### src/ring_buffer_moving_average_assert.svh
// ---------------------------------------------------------------------------
// Assertion macros for the ring buffer moving average block
// Both forms sample on the rising edge of clk and are off while rst is high.
// ---------------------------------------------------------------------------
`ifndef RING_BUFFER_MOVING_AVERAGE_ASSERT_SVH
`define RING_BUFFER_MOVING_AVERAGE_ASSERT_SVH

// Consequent must hold in the same cycle as the antecedent.
`define RBMA_ASSERT_IMPLY(label, ante, cons) \
  label: assert property (@(posedge clk) disable iff (rst) (ante) |-> (cons)) \
    else $error("rbma: same-cycle check failed");

// Consequent must hold in the cycle after the antecedent.
`define RBMA_ASSERT_NEXT(label, ante, cons) \
  label: assert property (@(posedge clk) disable iff (rst) (ante) |=> (cons)) \
    else $error("rbma: next-cycle check failed");

`endif

### src/rbma_pkg.sv
// ---------------------------------------------------------------------------
// rbma_pkg
// Shared sizes, mode codes and the divider request type.
// ---------------------------------------------------------------------------
package rbma_pkg;

  localparam int MAX_SLOTS        = 64;
  localparam int SAMPLE_BITS      = 32;
  localparam int SLOT_BITS        = $clog2(MAX_SLOTS);
  localparam int COUNT_BITS       = $clog2(MAX_SLOTS + 1);
  localparam int TOTAL_BITS       = SAMPLE_BITS + SLOT_BITS;
  localparam int DIV_STEP_BITS    = $clog2(TOTAL_BITS + 1);
  localparam int CFG_BITS         = 7;
  localparam int SLOT_COUNT_RESET = 4;
  localparam int MODE_BITS        = 2;
  localparam int IN_DATA_BITS     = ((SAMPLE_BITS + 7) / 8) * 8;
  localparam int OUT_RAW_BITS     = 2 * SAMPLE_BITS + COUNT_BITS;
  localparam int OUT_DATA_BITS    = ((OUT_RAW_BITS + 7) / 8) * 8;

  localparam logic signed [SAMPLE_BITS-1:0] SAMPLE_MAX = {1'b0, {(SAMPLE_BITS-1){1'b1}}};
  localparam logic signed [SAMPLE_BITS-1:0] SAMPLE_MIN = {1'b1, {(SAMPLE_BITS-1){1'b0}}};

  typedef logic [MODE_BITS-1:0] mode_t;

  localparam mode_t MODE_RECORD = 2'd0;
  localparam mode_t MODE_RESET  = 2'd1;
  localparam mode_t MODE_FLUSH  = 2'd2;

  typedef struct packed {
    logic                          start;
    logic signed [TOTAL_BITS-1:0]  dividend;
    logic        [COUNT_BITS-1:0]  divisor;
  } div_req_t;

endpackage

### src/rbma_ram.sv
// ---------------------------------------------------------------------------
// rbma_ram
// Generic single write port, single read port RAM with registered read.
// ---------------------------------------------------------------------------
module rbma_ram #(
  parameter int WIDTH = 32,
  parameter int DEPTH = 64
) (
  input  logic                     clk,
  input  logic                     we,
  input  logic [$clog2(DEPTH)-1:0] waddr,
  input  logic [WIDTH-1:0]         wdata,
  input  logic [$clog2(DEPTH)-1:0] raddr,
  output logic [WIDTH-1:0]         rdata
);

  logic [WIDTH-1:0] mem [DEPTH];

  always_ff @(posedge clk) begin
    if (we) begin
      mem[waddr] <= wdata;
    end
    rdata <= mem[raddr];
  end

endmodule

### src/rbma_div.sv
// ---------------------------------------------------------------------------
// rbma_div
// Restoring divider: signed total by unsigned count, one quotient bit per
// cycle, truncated toward zero and saturated to the sample width.
// ---------------------------------------------------------------------------
module rbma_div (
  input  logic                                      clk,
  input  logic                                      rst,
  input  rbma_pkg::div_req_t                        req,
  output logic                                      done,
  output logic signed [rbma_pkg::SAMPLE_BITS-1:0]   quotient
);

  logic                                  busy;
  logic [rbma_pkg::DIV_STEP_BITS-1:0]    steps;
  logic                                  neg;
  logic [rbma_pkg::COUNT_BITS-1:0]       divisor;
  logic [rbma_pkg::COUNT_BITS-1:0]       rem;
  logic [rbma_pkg::TOTAL_BITS-1:0]       quo;
  logic [rbma_pkg::TOTAL_BITS-1:0]       mag;
  logic [rbma_pkg::COUNT_BITS:0]         trial;
  logic [rbma_pkg::COUNT_BITS:0]         trial_diff;
  logic                                  fits;
  logic                                  high_clear;
  logic signed [rbma_pkg::SAMPLE_BITS-1:0] sat_result;

  // Magnitude of the dividend; the most negative total maps to its own
  // unsigned pattern, which is the correct magnitude.
  assign mag = req.dividend[rbma_pkg::TOTAL_BITS-1] ? -req.dividend : req.dividend;

  assign trial      = {rem, quo[rbma_pkg::TOTAL_BITS-1]};
  assign trial_diff = trial - {1'b0, divisor};
  assign fits       = (trial >= {1'b0, divisor});

  assign high_clear = (quo[rbma_pkg::TOTAL_BITS-1:rbma_pkg::SAMPLE_BITS-1] == '0);

  always_comb begin
    if (!high_clear) begin
      sat_result = neg ? rbma_pkg::SAMPLE_MIN : rbma_pkg::SAMPLE_MAX;
    end else if (neg) begin
      sat_result = -$signed(quo[rbma_pkg::SAMPLE_BITS-1:0]);
    end else begin
      sat_result = $signed(quo[rbma_pkg::SAMPLE_BITS-1:0]);
    end
  end

  always_ff @(posedge clk) begin
    if (rst) begin
      busy <= 1'b0;
      done <= 1'b0;
    end else begin
      // pulse done for one cycle once the last quotient bit is in
      done <= !req.start && busy && (steps == '0);
      if (req.start) begin
        busy    <= 1'b1;
        steps   <= rbma_pkg::DIV_STEP_BITS'(rbma_pkg::TOTAL_BITS);
        neg     <= req.dividend[rbma_pkg::TOTAL_BITS-1];
        divisor <= req.divisor;
        rem     <= '0;
        quo     <= mag;
      end else if (busy) begin
        if (steps == '0) begin
          busy     <= 1'b0;
          quotient <= sat_result;
        end else begin
          // shift one dividend bit into the remainder, subtract if it fits
          rem   <= fits ? trial_diff[rbma_pkg::COUNT_BITS-1:0]
                        : trial[rbma_pkg::COUNT_BITS-1:0];
          quo   <= {quo[rbma_pkg::TOTAL_BITS-2:0], fits};
          steps <= steps - 1'b1;
        end
      end
    end
  end

endmodule

### src/ring_buffer_moving_average.sv
// ---------------------------------------------------------------------------
// ring_buffer_moving_average
// Moving average over a ring of signed Q16.16 samples held in one RAM.
// ---------------------------------------------------------------------------
// Usage:
//   s_axis carries one command per beat: tuser is the mode (record, reset
//   fill, flush fill), tdata the Q16.16 value. m_axis returns exactly one
//   result beat per command: average, last recorded value and sample count.
//   cfg_wr_en / cfg_wr_data load slot_count (0 acts as 1, above 64 as 64);
//   write it only while no command is in flight.
// Sequencing (one command in flight at a time):
//   record  : the result waits on the bit-serial divider (one quotient
//             bit per cycle over the 38-bit total).
//   reset / flush : one RAM write per active slot.
//   unused mode   : one RAM read for the last value.
// The sample RAM has one write and one registered read port; a record reads
// the oldest slot, then writes the new sample over it in the next cycle.
// Reset: slot_count returns to 4, count, total, average and write slot clear,
//   and per-slot valid bits mark the whole ring as zero at once.
// Stall: the result sits in an output register; the next command waits in
//   the emit step until that register drains.
// ---------------------------------------------------------------------------
`include "ring_buffer_moving_average_assert.svh"

module ring_buffer_moving_average (
  input  logic                                  clk,
  input  logic                                  rst,
  // configuration write: slot_count
  input  logic                                  cfg_wr_en,
  input  logic [rbma_pkg::CFG_BITS-1:0]         cfg_wr_data,
  // command stream
  input  logic                                  s_axis_tvalid,
  output logic                                  s_axis_tready,
  input  logic [rbma_pkg::IN_DATA_BITS-1:0]     s_axis_tdata,  // [31:0] value
  input  logic [rbma_pkg::MODE_BITS-1:0]        s_axis_tuser,  // [1:0] mode
  // result stream
  output logic                                  m_axis_tvalid,
  input  logic                                  m_axis_tready,
  // [31:0] average, [63:32] last_value, [70:64] sample_count, [71] zero
  output logic [rbma_pkg::OUT_DATA_BITS-1:0]    m_axis_tdata
);

  typedef enum logic [5:0] {
    S_IDLE   = 6'b000001,
    S_READ   = 6'b000010,
    S_MODIFY = 6'b000100,
    S_FILL   = 6'b001000,
    S_DIV    = 6'b010000,
    S_EMIT   = 6'b100000
  } state_t;

  state_t state;

  // architectural state
  logic [rbma_pkg::CFG_BITS-1:0]            slot_count;
  logic [rbma_pkg::SLOT_BITS-1:0]           ws;
  logic [rbma_pkg::COUNT_BITS-1:0]          count;
  logic signed [rbma_pkg::TOTAL_BITS-1:0]   total;
  logic signed [rbma_pkg::SAMPLE_BITS-1:0]  avg_held;
  logic                                     valid [rbma_pkg::MAX_SLOTS];

  // per-command working registers
  rbma_pkg::mode_t                          mode_reg;
  logic signed [rbma_pkg::SAMPLE_BITS-1:0]  value_reg;
  logic [rbma_pkg::COUNT_BITS-1:0]          n_reg;
  logic [rbma_pkg::COUNT_BITS-1:0]          fill_idx;
  logic [rbma_pkg::SLOT_BITS-1:0]           rd_addr;
  logic                                     rd_valid;
  logic signed [rbma_pkg::SAMPLE_BITS-1:0]  last_reg;
  logic                                     div_start;

  // output register
  logic                                     out_valid;
  logic signed [rbma_pkg::SAMPLE_BITS-1:0]  out_avg;
  logic signed [rbma_pkg::SAMPLE_BITS-1:0]  out_last;
  logic [rbma_pkg::COUNT_BITS-1:0]          out_count;

  // combinational
  rbma_pkg::mode_t                          mode_in;
  logic signed [rbma_pkg::SAMPLE_BITS-1:0]  in_value;
  logic [rbma_pkg::COUNT_BITS-1:0]          n_eff;
  logic [rbma_pkg::SLOT_BITS-1:0]           ws_eff;
  logic [rbma_pkg::COUNT_BITS-1:0]          cnt_eff;
  logic [rbma_pkg::SLOT_BITS-1:0]           peek_addr;
  logic signed [rbma_pkg::SAMPLE_BITS+rbma_pkg::COUNT_BITS:0] fill_prod;
  logic [rbma_pkg::SAMPLE_BITS-1:0]         ram_rdata;
  logic signed [rbma_pkg::SAMPLE_BITS-1:0]  old_sample;
  logic signed [rbma_pkg::TOTAL_BITS-1:0]   total_sum;
  logic [rbma_pkg::COUNT_BITS-1:0]          ws_inc;
  logic [rbma_pkg::SLOT_BITS-1:0]           ws_wrap;
  logic                                     fill_last;
  logic                                     is_record;
  logic                                     out_free;
  logic                                     ram_we;
  logic [rbma_pkg::SLOT_BITS-1:0]           ram_waddr;
  logic [rbma_pkg::COUNT_BITS-1:0]          wr_slot_ext;
  rbma_pkg::div_req_t                       div_req;
  logic                                     div_done;
  logic signed [rbma_pkg::SAMPLE_BITS-1:0]  div_quotient;

  assign mode_in  = s_axis_tuser;
  assign in_value = $signed(s_axis_tdata[rbma_pkg::SAMPLE_BITS-1:0]);

  // Active slot count: zero acts as one, anything above the ring depth clamps.
  always_comb begin
    if (slot_count == '0) begin
      n_eff = rbma_pkg::COUNT_BITS'(1);
    end else if (int'(slot_count) > rbma_pkg::MAX_SLOTS) begin
      n_eff = rbma_pkg::COUNT_BITS'(rbma_pkg::MAX_SLOTS);
    end else begin
      n_eff = rbma_pkg::COUNT_BITS'(slot_count);
    end
  end

  // Pull the write slot and count back inside a ring that may have shrunk.
  assign ws_eff    = (rbma_pkg::COUNT_BITS'(ws) >= n_eff) ? '0 : ws;
  assign cnt_eff   = (count > n_eff) ? n_eff : count;
  // Most recently written slot, for the unused mode's report.
  assign peek_addr = (ws_eff == '0) ? rbma_pkg::SLOT_BITS'(n_eff - 1'b1)
                                    : ws_eff - 1'b1;

  // Fill total: value times active slots, wrapped to the total width.
  assign fill_prod = in_value * $signed({1'b0, n_eff});

  // Slots never written since reset read as zero.
  assign old_sample = rd_valid ? $signed(ram_rdata) : '0;
  assign total_sum  = total + rbma_pkg::TOTAL_BITS'(value_reg)
                            - rbma_pkg::TOTAL_BITS'(old_sample);

  assign ws_inc    = rbma_pkg::COUNT_BITS'(ws) + 1'b1;
  assign ws_wrap   = (ws_inc >= n_reg) ? '0 : ws_inc[rbma_pkg::SLOT_BITS-1:0];
  assign fill_last = ((fill_idx + 1'b1) == n_reg);
  assign is_record = (mode_reg == rbma_pkg::MODE_RECORD);
  assign out_free  = !out_valid || m_axis_tready;

  // RAM write: every step of a fill, or the single write-back of a record.
  assign ram_we      = (state == S_FILL) || ((state == S_MODIFY) && is_record);
  assign ram_waddr   = (state == S_FILL) ? fill_idx[rbma_pkg::SLOT_BITS-1:0] : ws;
  assign wr_slot_ext = rbma_pkg::COUNT_BITS'(ram_waddr);

  rbma_ram #(
    .WIDTH (rbma_pkg::SAMPLE_BITS),
    .DEPTH (rbma_pkg::MAX_SLOTS)
  ) u_ring (
    .clk   (clk),
    .we    (ram_we),
    .waddr (ram_waddr),
    .wdata (value_reg),
    .raddr (rd_addr),
    .rdata (ram_rdata)
  );

  // Divide the registered total by the registered count.
  assign div_req.start    = div_start;
  assign div_req.dividend = total;
  assign div_req.divisor  = count;

  rbma_div u_div (
    .clk      (clk),
    .rst      (rst),
    .req      (div_req),
    .done     (div_done),
    .quotient (div_quotient)
  );

  assign s_axis_tready = (state == S_IDLE);
  assign m_axis_tvalid = out_valid;
  assign m_axis_tdata  = rbma_pkg::OUT_DATA_BITS'({out_count, out_last, out_avg});

  // Control and architectural state.
  always_ff @(posedge clk) begin
    if (rst) begin
      state      <= S_IDLE;
      slot_count <= rbma_pkg::CFG_BITS'(rbma_pkg::SLOT_COUNT_RESET);
      ws         <= '0;
      count      <= '0;
      total      <= '0;
      avg_held   <= '0;
      div_start  <= 1'b0;
      out_valid  <= 1'b0;
      for (int i = 0; i < rbma_pkg::MAX_SLOTS; i++) begin
        valid[i] <= 1'b0;
      end
    end else begin
      // start the divider right after a record's write-back
      div_start <= (state == S_MODIFY) && is_record;
      if (cfg_wr_en) begin
        slot_count <= cfg_wr_data;
      end
      if ((state == S_EMIT) && out_free) begin
        out_valid <= 1'b1;
      end else if (out_valid && m_axis_tready) begin
        out_valid <= 1'b0;
      end
      case (state)
        S_IDLE: begin
          if (s_axis_tvalid) begin
            // commit the wrapped slot and clamped count for every mode
            ws    <= ws_eff;
            count <= cnt_eff;
            if (mode_in inside {rbma_pkg::MODE_RESET, rbma_pkg::MODE_FLUSH}) begin
              total <= fill_prod[rbma_pkg::TOTAL_BITS-1:0];
              state <= S_FILL;
            end else begin
              state <= S_READ;
            end
          end
        end
        S_READ: begin
          state <= S_MODIFY;
        end
        S_MODIFY: begin
          if (is_record) begin
            total     <= total_sum;
            valid[ws] <= 1'b1;
            ws        <= ws_wrap;
            if (count < n_reg) begin
              count <= count + 1'b1;
            end
            state     <= S_DIV;
          end else begin
            state <= S_EMIT;
          end
        end
        S_FILL: begin
          valid[fill_idx[rbma_pkg::SLOT_BITS-1:0]] <= 1'b1;
          if (fill_last) begin
            if (mode_reg == rbma_pkg::MODE_FLUSH) begin
              count    <= n_reg;
              avg_held <= value_reg;
            end else begin
              count <= '0;
            end
            state <= S_EMIT;
          end
        end
        S_DIV: begin
          if (div_done) begin
            avg_held <= div_quotient;
            state    <= S_EMIT;
          end
        end
        S_EMIT: begin
          // hold here until the output register can take the result
          if (out_free) begin
            state <= S_IDLE;
          end
        end
        default: begin
          state <= S_IDLE;
        end
      endcase
    end
  end

  // Working and output payload registers.
  always_ff @(posedge clk) begin
    rd_valid <= valid[rd_addr];
    case (state)
      S_IDLE: begin
        if (s_axis_tvalid) begin
          mode_reg  <= mode_in;
          value_reg <= in_value;
          n_reg     <= n_eff;
          fill_idx  <= '0;
          rd_addr   <= (mode_in == rbma_pkg::MODE_RECORD) ? ws_eff : peek_addr;
        end
      end
      S_MODIFY: begin
        if (is_record) begin
          last_reg <= value_reg;
        end else begin
          last_reg <= (count != '0) ? old_sample : '0;
        end
      end
      S_FILL: begin
        fill_idx <= fill_idx + 1'b1;
        if (fill_last) begin
          last_reg <= (mode_reg == rbma_pkg::MODE_FLUSH) ? value_reg : '0;
        end
      end
      S_EMIT: begin
        if (out_free) begin
          out_avg   <= avg_held;
          out_last  <= last_reg;
          out_count <= count;
        end
      end
      default: begin
      end
    endcase
  end

  // The divider never sees a zero count.
  `RBMA_ASSERT_IMPLY(a_div_count_nonzero, state == S_DIV, count != '0)
  // RAM writes stay inside the active ring.
  `RBMA_ASSERT_IMPLY(a_write_in_ring, ram_we, wr_slot_ext < n_reg)
  // Only one command is in flight: accepting drops ready on the next cycle.
  `RBMA_ASSERT_NEXT(a_single_item, s_axis_tvalid && s_axis_tready, !s_axis_tready)

endmodule

### config.mk
export PLATFORM = sky130hd
export DESIGN_NAME = ring_buffer_moving_average
export DESIGN_NICKNAME = d
export VERILOG_FILES = /design/src/rbma_pkg.sv /design/src/rbma_ram.sv /design/src/rbma_div.sv /design/src/ring_buffer_moving_average.sv
export VERILOG_INCLUDE_DIRS = /design/src /design/src/src
export SDC_FILE = /design/constraint.sdc
export NUM_CORES = 2
export LEC_CHECK = 0
export ABC_AREA = 1
export BUFFER_PORTS_ARGS = -buffer_cell sky130_fd_sc_hd__buf_4
export CAP_MARGIN = 10
export CORE_UTILIZATION = 50
export CTS_CLUSTER_DIAMETER = 60
export DETAILED_ROUTE_END_ITERATION = 10
export PLACE_DENSITY_LB_ADDON = 0.1
export RECOVER_POWER = 100
export SKIP_LAST_GASP = 1
export SYNTH_ARGS = -nofsm -noshare
export SYNTH_HDL_FRONTEND = slang
export SYNTH_SLANG_ARGS = --single-unit
### constraint.sdc
create_clock -name clk -period 13.35 [get_ports clk]
set_input_delay 2.0025 -clock clk [delete_from_list [all_inputs] [get_ports clk]]
set_output_delay 2.0025 -clock clk [all_outputs]
set_load 0.005 [all_outputs]
==> metrics.csv <==
stage,metric,value,unit
run_status,outcome,"complete, but fails checks",
run_status,failing checks,"capacitance limit, slew limit",
synth,cell count after synthesis,10194,
timing,slew margin rel.,-204.2,%
synth,largest family of logic cells by synthesized area,compound AO/OA/AOI/OAI gates,
finish,max reg flops,2048,
min_path,Hold Startpoint,last_reg[10],
finish,Final Non-Filler Cells,13433,
synth,Synth Area in Adders,5.298,%
setup_path,CP Class,register to register,
route,met3 WL,33110,um
timing,Slew @ Worst Pin,4.563,ns
die,Die Y,475.9,um
timing,Fmax,0.1039,GHz
route,highest metal used,met5,
die,die width,475.9,um
timing,Final WS setup,3.727,ns
synth,Unique masters post-synth,52,
timing,Fin. Hold Viols,0,
route,number of remaining DRC errors,0,
setup_path,Critical Path Start,rd_addr[0],
synth,"Async S/R FF share, synth",0,%
placement,Final GP Congestion,0.9804,
route,M1 WL,146800,um
finish,# nets final,10645,
finish,Largest regs,"u_ring.mem: 2048 flops, valid: 64 flops",
global_routing,initial antenna violation count,29,
clocking,postcts setup bufs,0,
clocking,htree depth,5,
die,Die ar.,0.2265,sq mm
synth,synthesized flop and latch total,2493,
route,DRT Pass-1 Iters,6,
timing,# setup viols final,0,
finish,Top reg by flops,u_ring.mem,
power,worst vdd ir,162.3,uV
finish,fraction of layout cells with a size suffix above 1,5.722,%
finish,multi-input logic area,0.03423,sq mm
timing,min Tclk post-route,9.623,ns
timing,Final Max Tran Viols,5099,
finish,fillers,19085,
timing,Setup TNS Final,0,ns
synth,simple-gate share of the synthesized area,11.07,%
global_routing,GRT Overall Usage,32.42,%
synth,Avg Inst Size Synth,11.01,sq um
route,via/cell ratio,5.996,
finish,storage element area,0.07289,sq mm
setup_path,startpoint types,register,
setup_path,Worst Path Required,14.16,ns
placement,placed insts,12925,
placement,IO buf count,118,
timing,period utilization,72.08,%
clocking,clock sinks,2493,
setup_path,worst path arrival time,10.44,ns
placement,"worst slack, placed",6.708,ns
synth,Post-Syn Area,0.1123,sq mm
finish,"commonest non-fill, non-tap cell in the layout",edfxtp_1,
synth,"Seq/Total Area, Yosys",64.92,%
power,LEAKAGE,0.04430,uW
timing,skew final,0.1081,ns
route,Routed WL,370500,um
die,FP Rows,173,
synth,XOR/XNOR Fraction of Synth Area,0.7488,%
route,post-route ant nets,0,
placement,DP Wirelength,225100,um
clocking,Max clock buf depth,4,
synth,Post-synth EDFFs,2296,
global_routing,gr ovfl total,0,
finish,most frequent cells in the layout,"edfxtp_1 (2296), nor2_1 (1883), o21ai_0 (1533)",
route,DR WL met2,170200,um
clocking,Clock Pin Slew Worst Setup and Hold Paths,0.06,ns
min_path,Hold Crit Class,register to register,
global_routing,pin count of the biggest net entering global routing,184,
route,Initial DRC Count,9625,
clocking,TritonCTS clock tree,yes,
synth,syn nets,10596,
die,Core Area,0.2227,sq mm
clocking,Root Buffer,clkbuf_16,
power,total power,27580,uW
flow_run,max cap viols,142,
synth,Synth Area in Compound Gates,13.06,%
synth,Synth warnings,0,
setup_path,crit-path max FO,179,
synth,ys flop type,edfxtp_1,
setup_path,Reg2Reg Setup Slack,3.73,ns
die,initial core utilization,50.41,%
global_routing,vias in the first global route,76013,
finish,area grow syn2layout,11.17,%
route,drt wl/cell,27.58,um
finish,"Core Util, Final",56.04,%
global_routing,first-pass GRT wire length,529600,um
clocking,CTS Hold Bufs,0,
route,vias,80550,
clocking,total CTS buffers,290,
power,P per Cell Area,221.0,mW/mm^2
die,I/O pin count,120,
clocking,clock latency on the worst-skew pair,0.97,ns
synth,mux cell area share after synthesis,0,%
timing,unrepaired setup endpoints after global routing,no,
clocking,post-CTS resize count,0,
setup_path,critical path endpoint category,register,
setup_path,reg-to-reg critical path startpoint,rd_addr[0],
==> critical path: stages (launching register included) <==
cell and delay [ns]:
edfxtp_1 0.46, clkbuf_1 2.17, buf_12 0.58, clkbuf_1 1.89
clkbuf_1 1.94, o21ai_0 0.33, o22ai_1 0.37, o21ai_0 0.12
o22ai_1 0.80, nor2_1 0.14, o22ai_1 0.35
==> cell families after synthesis <==
| group | after synthesis |
|---|---|
| and+or+nand+nor | 3143 |
| other | 1 |
| AOI/OAI and AO/OA | 2703 |
| xor gates and xnor gates | 96 |
| DFF | 2493 |
| adders and majority gates | 356 |
| buffers and inverters | 1402 |
==> synth_stat cells, types with 2 or more instances <==
cell type | count | area, sq um
clkinv_1 | 4 | 15.01
o211ai_1 | 16 | 120.1
nand4_2 | 2 | 25.02
a221oi_1 | 5 | 43.79
nand2_1 | 865 | 3247
nor4_1 | 12 | 75.07
a211oi_1 | 5 | 37.54
o21bai_1 | 11 | 82.58
inv_1 | 808 | 3033
buf_6 | 4 | 45.04
o31ai_1 | 17 | 127.6
o21ai_0 | 1515 | 7582
o21a_1 | 2 | 15.01
fa_1 | 199 | 3984
a31oi_1 | 23 | 143.9
a21oi_1 | 297 | 1486
edfxtp_1 | 2296 | 68950
nand3b_1 | 12 | 90.09
xnor2_1 | 15 | 131.4
buf_2 | 126 | 630.6
o21ai_1 | 91 | 455.4
inv_2 | 10 | 37.54
o21ai_2 | 7 | 61.31
o41ai_1 | 3 | 26.28
xor2_1 | 81 | 709.4
nand3_1 | 185 | 925.9
ha_1 | 157 | 1964
clkbuf_1 | 415 | 1558
nand4_1 | 60 | 375.4
or2_1 | 2 | 12.51
nor3_1 | 51 | 255.2
buf_1 | 21 | 78.83
a21o_1 | 7 | 52.55
a21boi_0 | 4 | 30.03
o22ai_1 | 692 | 4329
dfxtp_1 | 197 | 3944
or2_2 | 11 | 68.82
buf_4 | 14 | 105.1
o221ai_1 | 8 | 70.07
nor2_1 | 1929 | 7241
nor2_2 | 4 | 25.02
==> path summary, 6_finish.rpt <==
kind | endpoint | cells after the start
worst min-delay path | out_last[10] | 0
worst max register to register | u_ring.rdata[28] | 10
worst max-delay path | u_ring.rdata[28] | 10
worst min register to register | out_last[10] | 0
==> cell type report <==
cell class,count,share of cell area [%]
antenna,7,0.01403
clock buffer,379,6.267
clock inverter,121,0.9423
inverter,822,2.495
multi-input combinational,6299,27.42
sequential,2493,58.40
tap,2975,2.982
timing repair buffer,337,1.480
==> power breakdown <==
group	internal (uW)	switching, uW
Clock	4530	3120
Sequential	9250	237
Combinational	2640	7820
Total	16400	11200
==> through the flow <==
stage | instance area (sq um) | hold WS, ns
5_1_grt | 124800 | 0.4181
4_1_cts | 125800 | 0.4161
3_3_place_gp | 116800 | 0.4007
3_5_place_dp | 116800 | 0.4045
2_1_floorplan | 112300 | 0.4003
6_report | 124800 | 0.4164
==> per-layer routing <==
layer	GRT usage [%]	vias up
met5	0	-
met2	50.80	3865
met4	16.11	12
met3	5.864	701
li1	-	36045
met1	43.58	39927
Power figures use the tool's default switching activity.
